**src/rtl/core/keyframe_linear_interpolator_defines.svh**
```systemverilog
// assertion macros shared by the keyframe interpolator modules
`ifndef KEYFRAME_LINEAR_INTERPOLATOR_DEFINES_SVH
`define KEYFRAME_LINEAR_INTERPOLATOR_DEFINES_SVH

// same-cycle implication, checked outside reset
`define KLI_ASSERT_IMPL(lbl, ante, cons, msg) \
    lbl: assert property (@(posedge i_clk) disable iff (!i_rst_n) (ante) |-> (cons)) \
        else $error(msg);

// next-cycle implication, checked outside reset
`define KLI_ASSERT_NEXT(lbl, ante, cons, msg) \
    lbl: assert property (@(posedge i_clk) disable iff (!i_rst_n) (ante) |=> (cons)) \
        else $error(msg);

`endif

```
**src/rtl/core/kli_pkg.sv**
```systemverilog
// types, codes and microprogram of the keyframe interpolator
package kli_pkg;

    localparam int DATA_W  = 32;
    localparam int FRAC_W  = 16;
    localparam int PADDR_W = 3;
    localparam int KC_W    = 7;

    localparam logic CMD_WRITE = 1'b0;
    localparam logic CMD_QUERY = 1'b1;

    localparam logic            REG_KEY_COUNT   = 1'b0;
    localparam logic [KC_W-1:0] KEY_COUNT_RESET = 7'd1;

    localparam logic [3:0] DIV_LAST  = 4'd15;
    localparam logic [1:0] COMP_LAST = 2'd2;

    typedef logic [3:0] t_kli_op;
    localparam t_kli_op OP_NOP      = 4'd0;
    localparam t_kli_op OP_ACCEPT   = 4'd1;
    localparam t_kli_op OP_ADDR_INC = 4'd2;
    localparam t_kli_op OP_CHK0     = 4'd3;
    localparam t_kli_op OP_SCAN     = 4'd4;
    localparam t_kli_op OP_DIV_INIT = 4'd5;
    localparam t_kli_op OP_DIV_STEP = 4'd6;
    localparam t_kli_op OP_MUL      = 4'd7;
    localparam t_kli_op OP_ADD      = 4'd8;
    localparam t_kli_op OP_OUT      = 4'd9;

    typedef logic [3:0] t_kli_cond;
    localparam t_kli_cond C_NEVER       = 4'd0;
    localparam t_kli_cond C_ALWAYS      = 4'd1;
    localparam t_kli_cond C_QSTART      = 4'd2;
    localparam t_kli_cond C_EARLY       = 4'd3;
    localparam t_kli_cond C_LAST_MISS   = 4'd4;
    localparam t_kli_cond C_MISS        = 4'd5;
    localparam t_kli_cond C_BELOW_START = 4'd6;
    localparam t_kli_cond C_DIV_MORE    = 4'd7;
    localparam t_kli_cond C_COMP_MORE   = 4'd8;
    localparam t_kli_cond C_OUT_FREE    = 4'd9;

    typedef logic [3:0] t_kli_step;
    localparam t_kli_step S_IDLE = 4'd0;
    localparam t_kli_step S_LAT  = 4'd1;
    localparam t_kli_step S_CHK0 = 4'd2;
    localparam t_kli_step S_SCAN = 4'd3;
    localparam t_kli_step S_DIVI = 4'd4;
    localparam t_kli_step S_DIVS = 4'd5;
    localparam t_kli_step S_MUL  = 4'd6;
    localparam t_kli_step S_ADD  = 4'd7;
    localparam t_kli_step S_OUT  = 4'd8;

    typedef struct packed {
        t_kli_op   op;
        t_kli_cond jcond;
        t_kli_step jtgt;
        t_kli_cond hcond;
    } t_kli_uword;

    typedef struct packed {
        logic qstart;
        logic early;
        logic last_miss;
        logic miss;
        logic below_start;
        logic div_more;
        logic comp_more;
        logic out_free;
    } t_kli_status;

    typedef struct packed {
        logic [DATA_W-1:0] t;
        logic [DATA_W-1:0] x;
        logic [DATA_W-1:0] y;
        logic [DATA_W-1:0] z;
    } t_kli_key;

    // jump taken first, then hold, else fall through to the next step
    function automatic t_kli_uword kli_rom(input t_kli_step step);
        t_kli_uword w;
        case (step)
            S_IDLE:  w = '{op: OP_ACCEPT,   jcond: C_QSTART,      jtgt: S_LAT,  hcond: C_ALWAYS};
            S_LAT:   w = '{op: OP_ADDR_INC, jcond: C_NEVER,       jtgt: S_IDLE, hcond: C_NEVER};
            S_CHK0:  w = '{op: OP_CHK0,     jcond: C_EARLY,       jtgt: S_OUT,  hcond: C_NEVER};
            S_SCAN:  w = '{op: OP_SCAN,     jcond: C_LAST_MISS,   jtgt: S_OUT,  hcond: C_MISS};
            S_DIVI:  w = '{op: OP_DIV_INIT, jcond: C_BELOW_START, jtgt: S_OUT,  hcond: C_NEVER};
            S_DIVS:  w = '{op: OP_DIV_STEP, jcond: C_NEVER,       jtgt: S_IDLE, hcond: C_DIV_MORE};
            S_MUL:   w = '{op: OP_MUL,      jcond: C_NEVER,       jtgt: S_IDLE, hcond: C_NEVER};
            S_ADD:   w = '{op: OP_ADD,      jcond: C_COMP_MORE,   jtgt: S_MUL,  hcond: C_NEVER};
            S_OUT:   w = '{op: OP_OUT,      jcond: C_OUT_FREE,    jtgt: S_IDLE, hcond: C_ALWAYS};
            default: w = '{op: OP_NOP,      jcond: C_ALWAYS,      jtgt: S_IDLE, hcond: C_NEVER};
        endcase
        return w;
    endfunction

endpackage

```
**src/rtl/core/kli_seq.sv**
```systemverilog
// microcode sequencer: step counter, control rom and jump logic
`include "keyframe_linear_interpolator_defines.svh"

module kli_seq (
    input  logic                 i_clk,
    input  logic                 i_rst_n,
    input  kli_pkg::t_kli_status i_status,
    output kli_pkg::t_kli_op     o_op
);
    import kli_pkg::*;

    t_kli_step  r_step;
    t_kli_step  n_step;
    t_kli_uword uw;
    logic       jmp;
    logic       hold;

    function automatic logic cond_true(input t_kli_cond c, input t_kli_status s);
        logic v;
        case (c)
            C_NEVER:       v = 1'b0;
            C_ALWAYS:      v = 1'b1;
            C_QSTART:      v = s.qstart;
            C_EARLY:       v = s.early;
            C_LAST_MISS:   v = s.last_miss;
            C_MISS:        v = s.miss;
            C_BELOW_START: v = s.below_start;
            C_DIV_MORE:    v = s.div_more;
            C_COMP_MORE:   v = s.comp_more;
            C_OUT_FREE:    v = s.out_free;
            default:       v = 1'b0;
        endcase
        return v;
    endfunction

    always_comb begin
        uw   = kli_rom(r_step);
        jmp  = cond_true(uw.jcond, i_status);
        hold = cond_true(uw.hcond, i_status);
        if (jmp) begin
            n_step = uw.jtgt;
        end else if (hold) begin
            n_step = r_step;
        end else begin
            n_step = t_kli_step'(r_step + 4'd1);
        end
    end

    always_ff @(posedge i_clk) begin
        if (!i_rst_n) begin
            r_step <= S_IDLE;
        end else begin
            r_step <= n_step;
        end
    end

    assign o_op = uw.op;

    `KLI_ASSERT_IMPL(a_add_after_mul, o_op == OP_ADD, $past(o_op) == OP_MUL,
        "blend add without a preceding multiply")
    `KLI_ASSERT_NEXT(a_out_to_idle, (o_op == OP_OUT) && i_status.out_free,
        o_op == OP_ACCEPT, "sequencer did not return to idle after result load")

endmodule

```
**config.mk**
```make
export PLATFORM = sky130hd
export DESIGN_NAME = kli_seq
export DESIGN_NICKNAME = d
export VERILOG_FILES = /design/src/rtl/core/kli_pkg.sv /design/src/rtl/core/kli_seq.sv
export VERILOG_INCLUDE_DIRS = /design/src /design/src/rtl/core
export SDC_FILE = /design/constraint.sdc
export NUM_CORES = 1
export LEC_CHECK = 0
export BUFFER_PORTS_ARGS = -buffer_cell sky130_fd_sc_hd__buf_2
export CORE_ASPECT_RATIO = 0.75
export CORE_MARGIN = 4
export CORE_UTILIZATION = 35
export CTS_CLUSTER_DIAMETER = 100
export DETAILED_ROUTE_END_ITERATION = 10
export PLACE_DENSITY = 0.54
export SETUP_SLACK_MARGIN = 0.15
export SLEW_MARGIN = 0
export SYNTH_ARGS = -nofsm -noshare
export SYNTH_HDL_FRONTEND = slang
export SYNTH_SLANG_ARGS = --single-unit
```
**constraint.sdc**
```tcl
create_clock -name i_clk -period 3.65 [get_ports i_clk]
set_input_delay 0.365 -clock i_clk [delete_from_list [all_inputs] [get_ports i_clk]]
set_output_delay 0.365 -clock i_clk [all_outputs]
set_load 0.01 [all_outputs]
```
==> results.md <==
* Status: complete, no violations
* Final hold vios at 0
* Critical path required time at 3.78 ns
* Placer Congestion at 0.813
* Initial antenna violation count at 0
* Nature of the critical path endpoint: flip-flop
* Commonest non-fill, non-tap cell in the layout: dfxtp_1
* Die extent in y at about 56 um
* Worst hold path type: in -> reg
* Startpoint types: flip-flop
* CTS sink cnt at 17
* Worst-path maximum fanout at 5
* Leak Pwr at 0.470 nW
* H-tree depth at 1
* Crit path time final at 2.81 ns
* Max VDD drop at 0.000445 V
* Post-route setup slack at between 0.8 and 0.9 ns
* Final Skew at 0.00118 ns
* Final Util at 0.404
* Layout cells sized above 1 at 0.254
* Core Box Area at 2960 um2
* Async SR Flop Fraction at 0
* # hold bufs at CTS at 0
* Arr. time, crit path at about 3 ns
* Max Slew Vio Count at 0
* Highest-count cells in the layout ignoring fill and taps: 17 x dfxtp_1, 13 x buf_2, 10 x nand2_1
* Post-cts sizing count at 0
* WL/cell at 14.1 um
* Pre-CTS setup slack at between 0.8 and 0.9 ns
* Number of flops mapped to enable cells by yosys at 0
* Io pins at 14
* Post-DP HPWL at 1840 um
* Endpoints failing setup at 0
* DR DRC count at 0
* Netlist cell types at 45
* Routed via count at ~930
* Setup CP Type: reg -> reg
* Total Routed Length at between 2000 and 2500 um
* Synthesized area per cell at ~9.4 um2
* Setup TNS at 0 ns
* Worst slew pin tran at 0.555 ns
* Ant. Diodes at 0
* CTS tree: yes
* Final net count at 143
* R2R Setup Slk at 0.84 ns
* PwrDens at 947 nW/um2
* Fmax at 357 MHz
* Num rows at 17
* First-pass DRT Iterations at 4
* Root Buffer: clkbuf_8
* 1st-iter DRT viols at between 50 and 60
* Syn nets at 132
* CTS Buf Count at 3
* Top FF cell, synth: dfxtp_1
* Postcts setup bufs at 0
* Total global-route track usage at 0.119
* Buffers on Ports at 13
* Final worst path period share at 0.769
* Vias in the first global route at roughly 810
* Pin count of the biggest net entering global routing at 19
* Post-route ant nets at 0
* RSZ-0062 raised after global routing: no
* Vias per cell at 5.66
* Register area share after synthesis at 0.313
* Syn Std Cell Area at 1090 um2
* Die area at between 4000 and 5000 um2
* Post-synthesis register bit count at 17
* Max-cap viol count at 0
* Max clock buf depth at 2
* Total congestion overflow at 0
* Slew HR at 0.630
* Layout area overhead at 9.77%
* Die Wd at just over 70 um
* Synth Warn # at 0
* First-pass GRT wire length at 3800 um
* Skew-Pair Late Insertion Delay at 0.25 ns
* Clk slew on worst S/H paths at 0.06 ns
* Syn Inst Count at 116
* Initial cell density of the core at 0.368
-- path summary, 6_finish.rpt --
kind	start	to	cells past startpoint
worst min-delay path	i_rst_n	uw[7]$_SDFF_PP0_	2
worst max-delay path	uw[8]$_SDFF_PP1_	uw[0]$_DFF_P_	11
worst max register to register	uw[8]$_SDFF_PP1_	uw[0]$_DFF_P_	11
worst min register to register	uw[4]$_SDFF_PP0_	r_step[0]$_SDFFE_PN0N_	2
-- per-layer routing --
layer	up-vias	track usage	wire length [um]
li1	446	-	-
met1	451	0.176	1150
met2	28	0.163	947
met3	4	0.0394	179
met4	0	0.0316	26
met5	-	0	0
-- critical path, stage by stage (launching register included) --
cell and delay (ns):
dfxtp_1 0.41, mux4_2 0.50, nand2b_1 0.16, nand4_2 0.12, o21ai_0 0.17, a21oi_1 0.41
inv_1 0.12, ha_1 0.27, nand4b_1 0.12, nor2_1 0.05, a41oi_2 0.22, o211ai_2 0.12
-- where the power goes --
part	internal, mW	switching, mW	total, mW
sequential	0.262	0.0697	0.332
combinational	0.284	0.378	0.662
clock	0.0757	0.0623	0.138
-- flip-flops by register name, summed over array words and instances (netlist names) --
register  count
r_step        4
uw           13
-- layout make-up --
class	instances	area [um2]
Timing Repair Buffer	14	72.6
Multi-Input combinational cell	85	666
Sequential cell	17	340
Clock inverter	1	5.00
Inverter	6	22.5
Fill cell	299	1760
Clock buffer	3	41.3
Tap cell	38	47.5
-- logic make-up (layout without fill, tap and decap cells) --
logic type,Yosys count,after routing,synth area share
compound gates,34,34,0.257
simple gates,36,36,0.189
buf+inv,14,24,0.0759
mux,7,7,0.0805
fa+ha+maj,6,6,0.0690
xor+xnor,2,2,0.0161
flops,17,17,0.313
-- cells in the mapped netlist (all sizes together), types with 2 or more instances --
library cell | number | area share
nand2 | 10 | 0.034
buf | 7 | 0.052
nand3b | 2 | 0.014
mux2i | 5 | 0.046
o21ai | 9 | 0.041
o2bb2ai | 2 | 0.016
nor2 | 9 | 0.033
nor2b | 3 | 0.017
inv | 6 | 0.021
dfxtp | 17 | 0.31
nand2b | 3 | 0.017
nand3 | 2 | 0.0092
o31ai | 4 | 0.028
a21oi | 4 | 0.022
ha | 6 | 0.069
o211ai | 2 | 0.023
xnor2 | 2 | 0.016
-- metrics by stage --
step / hold slack (ns) / std cells / cell area [um2] / power (mW)
floorplan: 0.500 / 116 / 1090 / 0.889
global placement: 0.564 / 160 / 1150 / 0.987
detailed placement: 0.564 / 160 / 1150 / 0.991
CTS: 0.476 / 164 / 1190 / 1.13
global route: 0.492 / 164 / 1190 / 1.23
finish: 0.484 / 164 / 1190 / 1.13
(Power assumes the default switching activity.)
